[src/hdl/cbig_pkg.sv]
package cbig_pkg;

    // access codes
    localparam logic [1:0] OP_MEM_READ  = 2'd0;
    localparam logic [1:0] OP_MEM_WRITE = 2'd1;
    localparam logic [1:0] OP_IO_READ   = 2'd2;
    localparam logic [1:0] OP_IO_WRITE  = 2'd3;

    // interrupt flag actions
    localparam logic [1:0] IFF_NONE    = 2'd0;
    localparam logic [1:0] IFF_FORCE   = 2'd1;
    localparam logic [1:0] IFF_RESTORE = 2'd2;

    // configuration register indexes
    localparam int          CFG_IDX_W          = 8;
    localparam logic [7:0]  CFG_ROM_BANK_COUNT = 8'd0;
    localparam logic [7:0]  CFG_ROM_WINDOW     = 8'd1;

    // decode constants
    localparam logic [7:0]  PORT_MAPPING  = 8'h28;
    localparam logic [7:0]  PORT_LED      = 8'h29;
    localparam logic [7:0]  OPC_EXX       = 8'hD9;
    localparam logic [7:0]  OPC_EX_AF     = 8'h08;
    localparam logic [7:0]  MAP_SEG_MASK  = 8'h30;
    localparam logic [7:0]  MAP_BANK_MASK = 8'h0F;
    localparam logic [7:0]  UNMAPPED_BYTE = 8'hFF;
    localparam logic [15:0] ROM_BASE      = 16'h4000;
    localparam logic [15:0] CHIP_BASE     = 16'h8000;
    localparam logic [15:0] CHIP_HIGH     = 16'hC000;
    localparam int          CHIP_OFF_W    = 14;
    localparam int          ROM_ADDR_W    = 19;

    typedef struct packed {
        logic [1:0]  opcode;
        logic [15:0] address;
        logic [7:0]  write_data;
        logic [7:0]  rom_data;
        logic        is_m1;
        logic        cpu_iff1;
        logic        cpu_iff2;
    } t_in_word;

    typedef struct packed {
        logic [7:0]            read_data;
        logic                  rom_select;
        logic [ROM_ADDR_W-1:0] rom_address;
        logic                  chip_read;
        logic                  chip_write;
        logic                  chip_segment;
        logic [CHIP_OFF_W-1:0] chip_offset;
        logic [7:0]            chip_write_data;
        logic [1:0]            iff_action;
        logic                  iff1_out;
        logic                  iff2_out;
    } t_out_word;

    typedef struct packed {
        logic [4:0] rom_bank_count;
        logic       rom_window_large;
    } t_cfg;

    typedef struct packed {
        logic [7:0] mapping_reg;
        logic [7:0] led_reg;
        logic       mapping_on;
        logic       exx_swapped;
        logic       exaf_swapped;
        logic       window_open;
        logic       saved_flag_one;
        logic       saved_flag_two;
    } t_guard_state;

endpackage

[src/hdl/cbig_cfg_regs.sv]
module cbig_cfg_regs (
    input  logic                          i_clk,
    input  logic                          i_rst_n,
    input  logic                          i_cfg_valid,
    output logic                          o_cfg_ready,
    input  logic [cbig_pkg::CFG_IDX_W-1:0] i_cfg_index,
    input  logic [7:0]                    i_cfg_data,
    output cbig_pkg::t_cfg                o_cfg
);
    import cbig_pkg::*;

    t_cfg r_cfg;
    t_cfg n_cfg;

    assign o_cfg_ready = 1'b1;
    assign o_cfg       = r_cfg;

    // register write decode
    always_comb begin
        n_cfg = r_cfg;
        if (i_cfg_valid) begin
            case (i_cfg_index)
                CFG_ROM_BANK_COUNT: n_cfg.rom_bank_count   = i_cfg_data[4:0];
                CFG_ROM_WINDOW:     n_cfg.rom_window_large = i_cfg_data[0];
                default:            n_cfg = r_cfg;
            endcase
        end
    end

    always_ff @(posedge i_clk) begin
        if (!i_rst_n) begin
            r_cfg <= '{rom_bank_count: 5'd1, rom_window_large: 1'b1};
        end else begin
            r_cfg <= n_cfg;
        end
    end

endmodule

[src/hdl/cbig_decode.sv]
module cbig_decode (
    input  cbig_pkg::t_in_word     i_word,
    input  cbig_pkg::t_cfg         i_cfg,
    input  cbig_pkg::t_guard_state i_state,
    output cbig_pkg::t_out_word    o_result,
    output cbig_pkg::t_guard_state o_state
);
    import cbig_pkg::*;

    logic [4:0]  last_bank;
    logic [3:0]  sel_bank;
    logic [3:0]  bank;
    logic [13:0] off14;
    logic        seg;
    logic        was_swapped;
    logic        now_swapped;
    logic        had_window;
    logic        has_window;
    logic [7:0]  port;

    // bank clamp and window placement
    always_comb begin
        last_bank = (i_cfg.rom_bank_count == 5'd0) ? 5'd0 : i_cfg.rom_bank_count - 5'd1;
        sel_bank  = i_state.mapping_reg[3:0] & MAP_BANK_MASK[3:0];
        bank      = ({1'b0, sel_bank} < last_bank) ? sel_bank : last_bank[3:0];
        off14     = i_word.address[CHIP_OFF_W-1:0];
        seg       = (i_word.address >= CHIP_HIGH) ? i_state.mapping_reg[5]
                                                  : i_state.mapping_reg[4];
        port      = i_word.address[7:0];
    end

    // access decode and guard update
    always_comb begin
        o_result           = '0;
        o_result.read_data = UNMAPPED_BYTE;
        o_state            = i_state;
        was_swapped        = i_state.exx_swapped | i_state.exaf_swapped;
        now_swapped        = was_swapped;
        had_window         = i_state.mapping_on && ((i_state.mapping_reg & MAP_SEG_MASK) != 8'd0);
        has_window         = had_window;
        case (i_word.opcode)
            OP_MEM_READ, OP_MEM_WRITE: begin
                if (i_word.address >= CHIP_BASE) begin
                    if (i_word.opcode == OP_MEM_READ) begin
                        o_result.chip_read    = 1'b1;
                        o_result.chip_segment = seg;
                        o_result.chip_offset  = off14;
                    end else if (i_state.mapping_on) begin
                        o_result.chip_write      = 1'b1;
                        o_result.chip_segment    = seg;
                        o_result.chip_offset     = off14;
                        o_result.chip_write_data = i_word.write_data;
                    end
                end else if (i_word.address >= ROM_BASE && i_word.opcode == OP_MEM_READ) begin
                    o_result.read_data  = i_word.rom_data;
                    o_result.rom_select = 1'b1;
                    o_result.rom_address = i_cfg.rom_window_large ? {bank, 1'b0, off14}
                                                                  : {1'b0, bank, off14};
                    // opcode fetch snoop of the register swaps
                    if (i_word.is_m1) begin
                        if (i_word.rom_data == OPC_EXX)
                            o_state.exx_swapped = ~i_state.exx_swapped;
                        if (i_word.rom_data == OPC_EX_AF)
                            o_state.exaf_swapped = ~i_state.exaf_swapped;
                        now_swapped = o_state.exx_swapped | o_state.exaf_swapped;
                        if (now_swapped && !was_swapped) begin
                            o_state.saved_flag_one = i_word.cpu_iff1;
                            o_state.saved_flag_two = i_word.cpu_iff2;
                            o_result.iff_action    = IFF_FORCE;
                        end else if (!now_swapped && was_swapped) begin
                            o_result.iff_action = IFF_RESTORE;
                            o_result.iff1_out   = i_state.saved_flag_one;
                            o_result.iff2_out   = i_state.saved_flag_two;
                        end
                    end
                end
            end
            OP_IO_READ: begin
                if (port == PORT_MAPPING)
                    o_result.read_data = i_state.mapping_reg;
                else if (port == PORT_LED)
                    o_result.read_data = i_state.led_reg;
            end
            OP_IO_WRITE: begin
                if (port == PORT_MAPPING) begin
                    o_state.mapping_on  = 1'b1;
                    o_state.mapping_reg = i_word.write_data;
                    has_window = (i_word.write_data & MAP_SEG_MASK) != 8'd0;
                    // chip window guard
                    if (has_window && !had_window) begin
                        if (!i_state.window_open && !was_swapped) begin
                            o_state.saved_flag_one = i_word.cpu_iff1;
                            o_state.saved_flag_two = i_word.cpu_iff2;
                        end
                        o_state.window_open = 1'b1;
                        o_result.iff_action = IFF_FORCE;
                    end else if (!has_window && had_window) begin
                        o_state.window_open = 1'b0;
                        if (!was_swapped) begin
                            o_result.iff_action = IFF_RESTORE;
                            o_result.iff1_out   = i_state.saved_flag_one;
                            o_result.iff2_out   = i_state.saved_flag_two;
                        end
                    end
                end else if (port == PORT_LED) begin
                    o_state.led_reg = i_word.write_data;
                end
            end
            default: begin
                o_state = i_state;
            end
        endcase
    end

endmodule

[src/hdl/cartridge_bank_and_irq_guard.sv]
// Bus access decoder for a cartridge with banked ROM and a network chip window.
// In channel: one bus access word per handshake (i_in_valid / o_in_stall).
// Out channel: one result word per access (o_out_valid / i_out_stall).
// Config channel: register index and data, always ready; write only while idle.
// An accepted access goes through the input register, then the decode and
// guard update into the result register. Throughput is one access per cycle
// while the receiver does not stall, set by the single decode pass between
// the input register and the result register, which also updates the
// mapping, LED and interrupt guard state for the next access.
// When the receiver stalls, the result word holds; the input register still
// takes one more word and then o_in_stall rises until the result drains.
// Synchronous active-low reset empties both registers, clears mapping, LED,
// swap and window state, sets the saved interrupt flags to one and puts the
// configuration at one ROM bank with the large ROM window.
module cartridge_bank_and_irq_guard (
    input  logic                           i_clk,
    input  logic                           i_rst_n,
    input  logic                           i_in_valid,
    output logic                           o_in_stall,
    input  cbig_pkg::t_in_word             i_in_word,
    output logic                           o_out_valid,
    input  logic                           i_out_stall,
    output cbig_pkg::t_out_word            o_out_word,
    input  logic                           i_cfg_valid,
    output logic                           o_cfg_ready,
    input  logic [cbig_pkg::CFG_IDX_W-1:0] i_cfg_index,
    input  logic [7:0]                     i_cfg_data
);
    import cbig_pkg::*;

    logic         r_in_valid;
    t_in_word     r_in_word;
    logic         r_out_valid;
    t_out_word    r_out_word;
    t_guard_state r_state;
    t_guard_state n_state;
    t_out_word    n_result;
    t_cfg         cfg;
    logic         out_free;
    logic         in_free;
    logic         advance;

    // flow control
    assign out_free    = !r_out_valid || !i_out_stall;
    assign in_free     = !r_in_valid || out_free;
    assign advance     = r_in_valid && out_free;
    assign o_in_stall  = !in_free;
    assign o_out_valid = r_out_valid;
    assign o_out_word  = r_out_word;

    cbig_cfg_regs u_cfg (
        .i_clk       (i_clk),
        .i_rst_n     (i_rst_n),
        .i_cfg_valid (i_cfg_valid),
        .o_cfg_ready (o_cfg_ready),
        .i_cfg_index (i_cfg_index),
        .i_cfg_data  (i_cfg_data),
        .o_cfg       (cfg)
    );

    cbig_decode u_decode (
        .i_word   (r_in_word),
        .i_cfg    (cfg),
        .i_state  (r_state),
        .o_result (n_result),
        .o_state  (n_state)
    );

    // input register
    always_ff @(posedge i_clk) begin
        if (!i_rst_n) begin
            r_in_valid <= 1'b0;
        end else if (in_free) begin
            r_in_valid <= i_in_valid;
        end
    end

    always_ff @(posedge i_clk) begin
        if (in_free && i_in_valid) begin
            r_in_word <= i_in_word;
        end
    end

    // result register
    always_ff @(posedge i_clk) begin
        if (!i_rst_n) begin
            r_out_valid <= 1'b0;
        end else if (out_free) begin
            r_out_valid <= r_in_valid;
        end
    end

    always_ff @(posedge i_clk) begin
        if (advance) begin
            r_out_word <= n_result;
        end
    end

    // guard state
    always_ff @(posedge i_clk) begin
        if (!i_rst_n) begin
            r_state <= '{mapping_reg:    8'd0,
                         led_reg:        8'd0,
                         mapping_on:     1'b0,
                         exx_swapped:    1'b0,
                         exaf_swapped:   1'b0,
                         window_open:    1'b0,
                         saved_flag_one: 1'b1,
                         saved_flag_two: 1'b1};
        end else if (advance) begin
            r_state <= n_state;
        end
    end

endmodule

[config.mk]
export PLATFORM = sky130hd
export DESIGN_NAME = cartridge_bank_and_irq_guard
export DESIGN_NICKNAME = d
export VERILOG_FILES = /design/src/hdl/cbig_pkg.sv /design/src/hdl/cbig_cfg_regs.sv /design/src/hdl/cbig_decode.sv /design/src/hdl/cartridge_bank_and_irq_guard.sv
export SDC_FILE = /design/constraint.sdc
export NUM_CORES = 1
export LEC_CHECK = 0
export ABC_AREA = 1
export BUFFER_PORTS_ARGS = -buffer_cell sky130_fd_sc_hd__clkbuf_2
export CORE_ASPECT_RATIO = 0.6
export CORE_MARGIN = 2
export CORE_UTILIZATION = 49
export CTS_BUF_LIST = sky130_fd_sc_hd__clkbuf_16
export DETAILED_ROUTE_END_ITERATION = 16
export PLACE_DENSITY = 0.84
export SYNTH_ARGS = -nofsm -noshare
export SYNTH_HDL_FRONTEND = slang
export SYNTH_HIERARCHICAL = 1
export SYNTH_SLANG_ARGS = --single-unit
[constraint.sdc]
create_clock -name i_clk -period 2.19 [get_ports i_clk]
set_input_delay 0.219 -clock i_clk [delete_from_list [all_inputs] [get_ports i_clk]]
set_output_delay 0.219 -clock i_clk [all_outputs]
set_load 0.01 [all_outputs]
Word level (Yosys, flattened, before mapping)
Cells that the tools add are included.

Flip-flop bits (word level): 124. Input bits: 58. Output and inout bits: 60. Logic and storage cells: 148.

Bitwise logic cells: 10. Add/sub/neg operators: 1. Order comparisons: 4. Eq/ne operators: 15. Reductions and logical operators: 42. Multiplexer cells: 44.

Operators by type and width (count): $mux 28 (2); $ge 16x16->1 const B (2); $mux 4 (8); $mux 24 (1); $mux 2 (11); $mux 19 (1); $eq 8x6->1 const B (2); $ge 16x15->1 const B (1); $mux 8 (2); $pmux 8 s2 (1); $reduce_bool 8->1 (2); $mux 15 (1); $mux 1 (14); $reduce_or 4->1 (3); $ne 2x1->1 const B (5); $logic_and 1x1->1 (9); $logic_not 1->1 (9); $reduce_and 9->1 (1); $eq 8x1->1 const B (1); $eq 8x4->1 const B (1); $eq 8x8->1 const B (1); $logic_not 8->1 (1); $not 1->1 (8); $pmux 4 s2 (1); other kinds (18) (28).

Depth between registers and ports, before layout
Gate-level depths: netlist (run 1).

Depth after elaboration: 15. Mapped depth: 14. Gate-level depth less buffers: 14.

By module
Netlist (run 1), hierarchy kept.

Modules (own cells, without submodules): cartridge_bank_and_irq_guard (area an instance 3922.5 um^2, cells an instance 246, seq. area each 3303.2 um^2, instances 1); cbig_decode (area an instance 1357.6 um^2, cells an instance 297, seq. area each 0.0 um^2, instances 1); cbig_cfg_regs (area an instance 329.1 um^2, cells an instance 49, seq. area each 120.1 um^2, instances 1).

Least setup slack after synthesis (run 1)
No wires, ideal clock.

Path type: register to register. Start point: register u_cfg.r_cfg, in the netlist u_cfg/o_cfg[1]. End point: register r_out_word, in the netlist o_out_word[45] (data pin). Cell stages (with the launch flop): 14. Period minus slack after synthesis: 2237 ps. Required time: 1937 ps. Data arrival time: 1984 ps. Setup slack: -47 ps. Library setup time: 253 ps. Path buffers: 0. Path through: dfxtp_1 > inv_1 > ha_1 > inv_1 > nor3_1 > nand2_1 > nand3b_1 > ha_1 > a21oi_1 > nor2_1 > o22ai_1 > nand3_1 > nand3_1 > nand2_1.

Word-level cells in the longest chain between the ends: 5. Elaborated cells between the ends (all ways): 6. Classes of those cells: 1 x add/sub; 1 x order compare; 3 x mux; 1 x reduce/logical.

RTL lines: from (decl) (line cbig_cfg_regs.sv:12) `t_cfg r_cfg;`; from (signal assigned) (line cbig_cfg_regs.sv:32) `r_cfg <= '{rom_bank_count: 5'd1, rom_window_large: 1'b1};`; from (signal assigned) (line cbig_cfg_regs.sv:34) `r_cfg <= n_cfg;`; $sub 5x1->5 / $logic_not 5->1 (equally long branches) (line cbig_decode.sv:23) `last_bank = (i_cfg.rom_bank_count == 5'd0) ? 5'd0 : i_cfg.rom_bank_count - 5'd1;`; $mux 5 * (line cbig_decode.sv:23); $lt 4x5->1 (line cbig_decode.sv:25) `bank = ({1'b0, sel_bank} < last_bank) ? sel_bank : last_bank[3:0];`; $mux 4 * (line cbig_decode.sv:25); $mux 19 * (line cbig_decode.sv:57) `o_result.rom_address = i_cfg.rom_window_large ? {bank, 1'b0, off14}`; to (signal assigned) (line cartridge_bank_and_irq_guard.sv:95) `r_out_word <= n_result;`; to (decl) (line cartridge_bank_and_irq_guard.sv:34) `t_out_word r_out_word;`.

Mark *: on every way between the ends. The rest lies on a longest branch, timed or not. A chain may end at the register's enable or synchronous reset.

Worst setup path after layout (run 1)
Start point: register u_cfg.r_cfg, in the netlist u_cfg/o_cfg[1]. End point: register r_out_word, in the netlist o_out_word[46] (data pin).

The elaborated chain is that of the path after synthesis.

==> results of run 1 <==
-- cell usage in the layout, fill, tap and decap left out, types with 2 or more instances in the layout --
master and count:
a21oi_1 29, a22oi_1 6, buf_12 2, buf_4 18, bufinv_16 2, clkbuf_16 17, clkbuf_2 113, clkinvlp_4 3
dfxtp_1 28, dfxtp_2 2, dlygate4sd3_1 37, edfxtp_1 94, ha_1 2, ha_4 2, inv_1 96, inv_2 6
inv_6 7, nand2_1 91, nand2_2 8, nand2_4 3, nand3_1 50, nand3_2 10, nand3b_1 4, nand4_1 3
nor2_1 75, nor2_2 9, nor2_4 3, nor3_1 16, nor3_4 2, nor4_2 2, o21ai_0 28
-- cell type report --
type                       instances  area [um2]  share of cell area
tap                              144         180              0.0240
timing repair buffer             170        1110               0.148
clock inverter                    15         161              0.0215
inverter                         101         379              0.0506
sequential                       124        3430               0.457
multi-input combinational        350        1810               0.241
clock buffer                      17         425              0.0568
-- what timing repair did --
| item | CTS | global route |
|---|---|---|
| pin swaps | 20 | 15 |
| endpoints found under the setup margin | 5 | 11 |
| endpoints found under the hold margin | 37 | 0 |
| hold buffers | 37 | 0 |
| setup buffers | 5 | 2 |
| resized for setup | 10 | 24 |
-- stage by stage --
step	utilization	hold slack, ns	cell area (um2)	setup TNS, ns
2_1_floorplan	-	0.304	5620	0
4_1_cts	0.656	0.0201	7370	-0.198
6_report	0.668	0.0277	7490	0
5_1_grt	0.668	0.0354	7490	-0.233
3_5_place_dp	0.566	0.398	6350	-0.454
3_3_place_gp	0.566	0.397	6350	0
-- sequential cells by signal, indices dropped and copies added, names as in the netlist --
register,flops
o_out_valid,1
r_state,22
o_out_word,57
r_in_word,37
u_cfg/o_cfg,6
r_in_valid,1
-- critical path, cell delays in order (launching register included) --
cell and delay [ns]:
dfxtp_2 0.33, inv_2 0.07, ha_4 0.13, inv_2 0.04, nor3_4 0.13, nand2_2 0.10
nand3b_1 0.16, ha_4 0.23, a21oi_2 0.13, nor2_2 0.06, o22ai_4 0.22, nand3_2 0.15
nand3_2 0.09, nand2_1 0.06
-- power breakdown --
group	total (mW)	internal, mW	switching [mW]
Combinational	0.590	0.229	0.361
Sequential	2.72	2.65	0.0701
Clock	2.82	1.69	1.12
-- worst max-delay path by stage --
stage	from	end	slack (ns)	cells after the start
finish	u_cfg/o_cfg[1]	o_out_word[46]	0.05	13
CTS	u_cfg/o_cfg[1]	o_out_word[46]	-0.06	13
global placement	u_cfg/o_cfg[1]	o_out_word[44]	0.06	13
floorplan	o_out_valid	o_out_word[0]	0.08	3
global route	u_cfg/o_cfg[1]	o_out_word[46]	-0.07	13
detailed placement	u_cfg/o_cfg[1]	o_out_word[46]	-0.11	13
-- logic make-up (layout without fill, tap and decap cells) --
group                      Yosys count  count (layout)
buffers and inverters              118             303
and+or+nand+nor                    278             278
other                                1               1
adders and majority gates            4               4
DFF                                124             124
AOI/OAI and AO/OA                   67              67
-- routing by layer --
layer,share of wire,track usage,up-vias,wire length [um]
met3,0.11,0.0847,56,1740
met5,0,0,-,0
li1,-,-,2295,-
met2,0.46,0.393,356,6940
met1,0.40,0.323,2269,6080
met4,0.028,0.0855,0,429
==> impl_table.tex, run 1 <==
\begin{tabular}{lr}
\hline
Metric & Value \\
\hline
\multicolumn{2}{l}{\textbf{Outcome}} \\
Run status & finished, final reports clean \\
\multicolumn{2}{l}{\textbf{Timing}} \\
Slew margin rel. & 0.534 \\
Setup repair after global routing missed its margin & true \\
Number of failing setup endpoints in the final timing report & 0 \\
Transition time at the pin with the least slew margin & 0.697 ns \\
Post-layout worst setup margin & 0.0516 ns \\
Max-slew violation count & 0 \\
Fin. Hold Viols & 0 \\
Final worst path period share & 0.976 \\
Final worst path period need & 2.14 ns \\
Top achievable clock speed & 468 MHz \\
Post-Route Skew & 0.0124 ns \\
\multicolumn{2}{l}{\textbf{Die}} \\
Die Y-Extent & 86.9 um \\
Starting Density & 0.500 \\
Die span in x & 142 um \\
Die Area & 0.0123 mm2 \\
Std-Cell Core Area & 0.0112 mm2 \\
\# IOs & 118 \\
\# rows & 30 \\
\multicolumn{2}{l}{\textbf{Placement}} \\
Place WS & -0.111 ns \\
RD Place Congestion & 0.868 \\
Number of buffer cells added on primary ports & 113 \\
Placed insts & 845 \\
Detailed Place HPWL & 9580 um \\
\multicolumn{2}{l}{\textbf{Clock network}} \\
TritonCTS Buffers & 17 \\
Clock Tree Buf Depth & 2 \\
\# clock sinks & 124 \\
Latest clock arrival within the worst-skew pair & 0.42 ns \\
Root Buffer & clkbuf\_16 \\
CTS clock-pin slew for the worst setup and hold paths & 0.06 ns \\
TritonCTS clock tree & yes \\
Count of H-tree levels built during CTS & 4 \\
\multicolumn{2}{l}{\textbf{Synth}} \\
Synthesized instance count & 592 \\
Share of synthesized cell area in and, or, nand and nor gates & 0.224 \\
Fraction of synthesized cell area taken by the top area cell type & 0.503 \\
Synthesized-area fraction occupied by ao, oa, aoi and oai cells & 0.0634 \\
Synth Cell Area & 0.00561 mm2 \\
Sequential element share of the synthesized area & 0.610 \\
Net count after synthesis & 654 \\
Count of distinct cell types in the synthesized netlist & 32 \\
Mux share of post-synthesis cell area & 0 \\
Xor and xnor area share after synthesis & 0 \\
Synth Register Bits & 124 \\
Main combinational cell family by area after synthesis & simple AND/OR/NAND/NOR gates \\
Post-Synthesis Mean Instance Area & 9.47 um2 \\
Post-Synth Adder-Cell Area & 0.00892 \\
Ranking of synthesized cells by area & edfxtp\_1 (50\%), dfxtp\_1 (11\%), inv\_1 (6.6\%) \\
Share of synthesized flip-flops with an asynchronous set or reset & 0 \\
Dominant synthesized flop cell & edfxtp\_1 \\
Cell taking the most area after synthesis & edfxtp\_1 \\
Synthesis warning total & 6 \\
Post-synth EDFFs & 94 \\
Top cell types by occurrence after synthesis & inv\_1 (99), nand2\_1 (99), edfxtp\_1 (94) \\
\multicolumn{2}{l}{\textbf{Setup path}} \\
Number of cell instances on the worst register-to-register path & 13 \\
WP data arrival & 2.31 ns \\
Crit Path Max Fanout & 5 \\
Worst setup EP type & flip-flop \\
Capture instance of the worst register-to-register path & o\_out\_word[46] \\
Worst setup path class & flip-flop to flip-flop \\
Beginning of the worst register-to-register path & u\_cfg/o\_cfg[1] \\
Flop-to-flop setup slack & 0.05 ns \\
Critical Path Start Type & flip-flop \\
Data required time at the worst endpoint & 2.36 ns \\
\multicolumn{2}{l}{\textbf{Cells and area}} \\
Total of fill cells in the finished design & 778 \\
Number of diodes added for antenna fixing & 0 \\
Fraction of layout instances using a drive strength above 1 & 0.277 \\
Number of cells in the finished layout apart from fillers & 921 \\
Final nets & 826 \\
Layout-stage area growth over the synthesis result & 33.6\% \\
\multicolumn{2}{l}{\textbf{GRT}} \\
Number of global-route vias before repair & 4615 \\
Global-route wire length before repair & 23100 um \\
Overall global routing resource usage & 0.248 \\
Largest net degree at the start of global routing & 44 \\
Overflow left after global routing & 0 \\
Initial antenna violation count & 0 \\
\multicolumn{2}{l}{\textbf{Drt}} \\
Average via count per standard cell & 5.40 \\
Initial detailed-routing violation count & 599 \\
Total DRC errors in the routed layout & 0 \\
Detailed-routing iteration count for the pre-antenna-repair pass & 7 \\
Number of routed nets with antenna violations & 0 \\
Average wire per cell in the routed design & 16.5 um \\
Count of vias placed by the detailed router & 4976 \\
Final Routed Wirelength & 15200 um \\
\multicolumn{2}{l}{\textbf{Hold path}} \\
Class of the tightest hold or removal check & input pin to flip-flop \\
Startpoint of the tightest hold check path & i\_in\_valid \\
Hold Crit Endpoint & r\_in\_valid \\
Count of cells along the worst hold path & 3 \\
\multicolumn{2}{l}{\textbf{Power}} \\
Static leakage & 3.33 nW \\
Power per cell area & 817 mW/mm2 \\
Sum of internal, switching and leakage power & 6.12 mW \\
Maximum VDD drop & 0.732 mV \\
\multicolumn{2}{l}{\textbf{Flow run}} \\
Number of violations of the max-capacitance limit & 0 \\
\hline
\end{tabular}
Note: power is estimated with default switching activity, not from simulation.
==> inputs of run 2 (changes only) <==
--- a/config.mk
+++ b/config.mk
@@ -9,11 +9,11 @@
 export BUFFER_PORTS_ARGS = -buffer_cell sky130_fd_sc_hd__clkbuf_2
 export CORE_ASPECT_RATIO = 0.6
 export CORE_MARGIN = 2
-export CORE_UTILIZATION = 49
+export CORE_UTILIZATION = 48
 export CTS_BUF_LIST = sky130_fd_sc_hd__clkbuf_16
 export DETAILED_ROUTE_END_ITERATION = 16
+export GPL_TIMING_DRIVEN = 0
 export PLACE_DENSITY = 0.84
 export SYNTH_ARGS = -nofsm -noshare
 export SYNTH_HDL_FRONTEND = slang
-export SYNTH_HIERARCHICAL = 1
 export SYNTH_SLANG_ARGS = --single-unit
==> impl_table.tex, run 2 <==
\begin{tabular}{lr}
\hline
Metric & Value \\
\hline
\multicolumn{2}{l}{\textbf{Outcome}} \\
Run status & finished, violations left \\
Violations in the final reports & setup timing \\
\multicolumn{2}{l}{\textbf{Setup path}} \\
Data required time at the worst endpoint & 2.36 ns (about the same) \\
Top delay family on crit path & simple AND/OR/NAND/NOR gates \\
Worst setup EP type & flip-flop \\
Cell Chain, Critical Path & buf\_4 > o31ai\_2 > nand3\_2 > ha\_1 > nand2\_2 > nor2\_2 > o21ai\_2 > nand2\_2 > nand2\_1 > and3\_1 \\
Largest incremental delay on the critical path & 0.34 ns (about the same) \\
WP data arrival & 2.50 ns (+0.19 ns) \\
Crit Path Max Fanout & 5 (unchanged) \\
Worst setup path class & flip-flop to flip-flop \\
Slowest CP cell & dfxtp\_2 \\
Count of buffer and inverter cells on the critical path & 1 (-1) \\
Critical Path Start Type & flip-flop \\
CP most frequent cell & nand2\_2 \\
\multicolumn{2}{l}{\textbf{Die}} \\
Die span in x & 135 um (-4.9\%) \\
Die Y-Extent & 82.7 um (-4.8\%) \\
Std-Cell Core Area & 0.00995 mm2 (-11\%) \\
Starting Density & 0.498 (-0.00179) \\
Die Area & 0.0112 mm2 (-9.5\%) \\
\# rows & 28 (-6.7\%) \\
\# IOs & 118 (unchanged) \\
\multicolumn{2}{l}{\textbf{Timing}} \\
Final worst path period share & 1.06 (+0.0885) \\
Final hold slack & 0.0758 ns (+0.0481 ns) \\
Fin. Hold Viols & 0 (unchanged) \\
Transition time at the pin with the least slew margin & 0.825 ns (+0.128 ns) \\
Top achievable clock speed & 429 MHz (-8.3\%) \\
Post-Route Skew & 0.00660 ns (-0.00575 ns) \\
Slew margin rel. & 0.448 (-0.0855) \\
Final worst path period need & 2.33 ns (+0.194 ns) \\
Max-slew violation count & 0 (unchanged) \\
Setup repair after global routing missed its margin & true \\
Post-layout worst setup margin & -0.142 ns (-0.194 ns) \\
Number of failing setup endpoints in the final timing report & 5 (+5) \\
\multicolumn{2}{l}{\textbf{Clock network}} \\
Clock Tree Buf Depth & 2 (unchanged) \\
Root Buffer & clkbuf\_16 \\
TritonCTS clock tree & yes \\
\# clock sinks & 124 (unchanged) \\
Count of H-tree levels built during CTS & 4 (unchanged) \\
CTS clock-pin slew for the worst setup and hold paths & 0.06 ns (about the same) \\
TritonCTS Buffers & 17 (unchanged) \\
Latest clock arrival within the worst-skew pair & 0.41 ns (about the same) \\
\multicolumn{2}{l}{\textbf{Power}} \\
Maximum VDD drop & 0.699 mV (-4.5\%) \\
Static leakage & 2.90 nW (-13\%) \\
Power per cell area & 843 mW/mm2 (+3.1\%) \\
Sum of internal, switching and leakage power & 5.91 mW (-3.6\%) \\
\multicolumn{2}{l}{\textbf{Drt}} \\
Final Routed Wirelength & 14600 um (-4.1\%) \\
Average wire per cell in the routed design & 18.9 um (+15\%) \\
Initial detailed-routing violation count & 584 (-2.5\%) \\
Total DRC errors in the routed layout & 0 (unchanged) \\
Count of vias placed by the detailed router & 4283 (-14\%) \\
Number of routed nets with antenna violations & 0 (unchanged) \\
Detailed-routing iteration count for the pre-antenna-repair pass & 6 (-1) \\
Average via count per standard cell & 5.56 (+2.8\%) \\
\multicolumn{2}{l}{\textbf{Cells and area}} \\
Fraction of layout instances using a drive strength above 1 & 0.346 (+0.0692) \\
Max FFs per register & 57 (unchanged) \\
Highest-count cells in the layout ignoring fill and taps & clkbuf\_2 (113), edfxtp\_1 (94), inv\_1 (51) \\
Number of diodes added for antenna fixing & 0 (unchanged) \\
Area of all placed cells without fillers & 0.00701 mm2 (-6.5\%) \\
Most common cell after layout, fill and taps aside & clkbuf\_2 \\
Layout-stage area growth over the synthesis result & 41.4\% \\
Final nets & 687 (-17\%) \\
Total of fill cells in the finished design & 630 (-19\%) \\
Post-Route Utilization & 0.704 (+0.0368) \\
\multicolumn{2}{l}{\textbf{GRT}} \\
Global-route wire length before repair & 20700 um (-10\%) \\
Number of global-route vias before repair & 4074 (-12\%) \\
Largest net degree at the start of global routing & 38 (-14\%) \\
Initial antenna violation count & 0 (unchanged) \\
Overflow left after global routing & 0 (unchanged) \\
Overall global routing resource usage & 0.254 (+0.00576) \\
\multicolumn{2}{l}{\textbf{Synth}} \\
Share of synthesized flip-flops with an asynchronous set or reset & 0 (unchanged) \\
Fraction of synthesized cell area taken by the top area cell type & 0.570 (+0.0665) \\
Dominant synthesized flop cell & edfxtp\_1 \\
Sequential element share of the synthesized area & 0.691 (+0.0806) \\
Most instantiated library cell after synthesis & edfxtp\_1 \\
Top cell types by occurrence after synthesis & edfxtp\_1 (94), inv\_1 (56), nand2\_1 (48) \\
Count of distinct cell types in the synthesized netlist & 39 (+22\%) \\
Synthesized instance count & 433 (-27\%) \\
Net count after synthesis & 497 (-24\%) \\
Ranking of synthesized cells by area & edfxtp\_1 (57\%), dfxtp\_1 (12\%), inv\_1 (4.2\%) \\
Synth Register Bits & 124 (unchanged) \\
Synth Cell Area & 0.00495 mm2 (-12\%) \\
Post-Synthesis Mean Instance Area & 11.4 um2 (+21\%) \\
Post-synth EDFFs & 94 (unchanged) \\
Synthesis warning total & 0 (-6) \\
Cell taking the most area after synthesis & edfxtp\_1 \\
\multicolumn{2}{l}{\textbf{Flow run}} \\
Number of violations of the max-capacitance limit & 0 (unchanged) \\
\multicolumn{2}{l}{\textbf{Placement}} \\
Post-Place Cell Area & 0.00569 mm2 (-10\%) \\
Detailed Place HPWL & 8190 um (-14\%) \\
RD Place Congestion & 0.875 (+0.78\%) \\
Number of buffer cells added on primary ports & 113 (unchanged) \\
\multicolumn{2}{l}{\textbf{Hold path}} \\
Class of the tightest hold or removal check & input pin to flip-flop \\
\hline
\end{tabular}
## run 2: worst min-delay path, cell delays in order
cell	delay, ns
clkbuf_2	0.08
nand2_1	0.08
a21oi_1	0.06
## run 2: routing by layer
layer / share of wire / GRT usage / vias up / wire length, um
li1: - / - / 1894 / -
met1: 0.37 / 0.315 / 1992 / 5450
met2: 0.46 / 0.391 / 325 / 6730
met3: 0.12 / 0.0946 / 72 / 1810
met4: 0.039 / 0.142 / 0 / 570
met5: 0 / 0 / - / 0
## run 2: cell families (layout without fill, tap and decap cells)
group / count (synthesis) / after routing / synth area share
compound gates: 81 / 81 / 0.0939
buf+inv: 72 / 275 / 0.0601
simple gates: 149 / 149 / 0.139
other cells: 1 / 1 / 0.000757
fa+ha+maj: 6 / 6 / 0.0152
flops: 124 / 124 / 0.691
## run 2: area by class of cell
type / count / area, um2 / share of cell area
Sequential cell: 124 / 3430 / 0.489
Clock buffer: 17 / 425 / 0.0607
Timing Repair Buffer: 169 / 1100 / 0.157
Clock inverter: 15 / 179 / 0.0255
Multi-Input combinational cell: 237 / 1390 / 0.198
Inverter: 63 / 243 / 0.0346
Buffer: 9 / 61.3 / 0.00875
Timing Repair inverter: 2 / 12.5 / 0.00179
Tap cell: 135 / 169 / 0.0241
## run 2: what timing repair did
item,CTS,global route
endpoints found under the setup margin,76,17
pin swaps,11,17
resized for setup,14,28
hold buffers,37,0
buffers inserted,10,8
hold endpoints to repair,37,0
cloned,1,1
## run 2: path summary, 6_finish.rpt
path / start / to / slack [ns] / cells past startpoint
max: u_cfg.o_cfg[1] / o_out_word[43] / -0.14 / 10
min: i_in_valid / r_in_valid / 0.08 / 3
max reg2reg: u_cfg.o_cfg[1] / o_out_word[43] / -0.14 / 10
min reg2reg: r_state[0] / r_state[0] / 0.49 / 2
## run 2: through the flow
stage          TNS, ns  instances  worst slack (ns)
2_1_floorplan        0        433            0.0451
3_3_place_gp     -6.77        681            -0.377
3_5_place_dp    -11.43        681            -0.469
4_1_cts              0        761           0.00627
5_1_grt         -0.837        771            -0.187
6_report        -0.665        771            -0.142
## run 2: power by group
part	switching (mW)	total, mW	leakage [nW]	internal [mW]
combinational	0.220	0.367	1.48	0.147
sequential	0.0432	2.67	1.12	2.63
clock	0.993	2.87	0.291	1.88
total	1.26	5.91	2.90	4.65
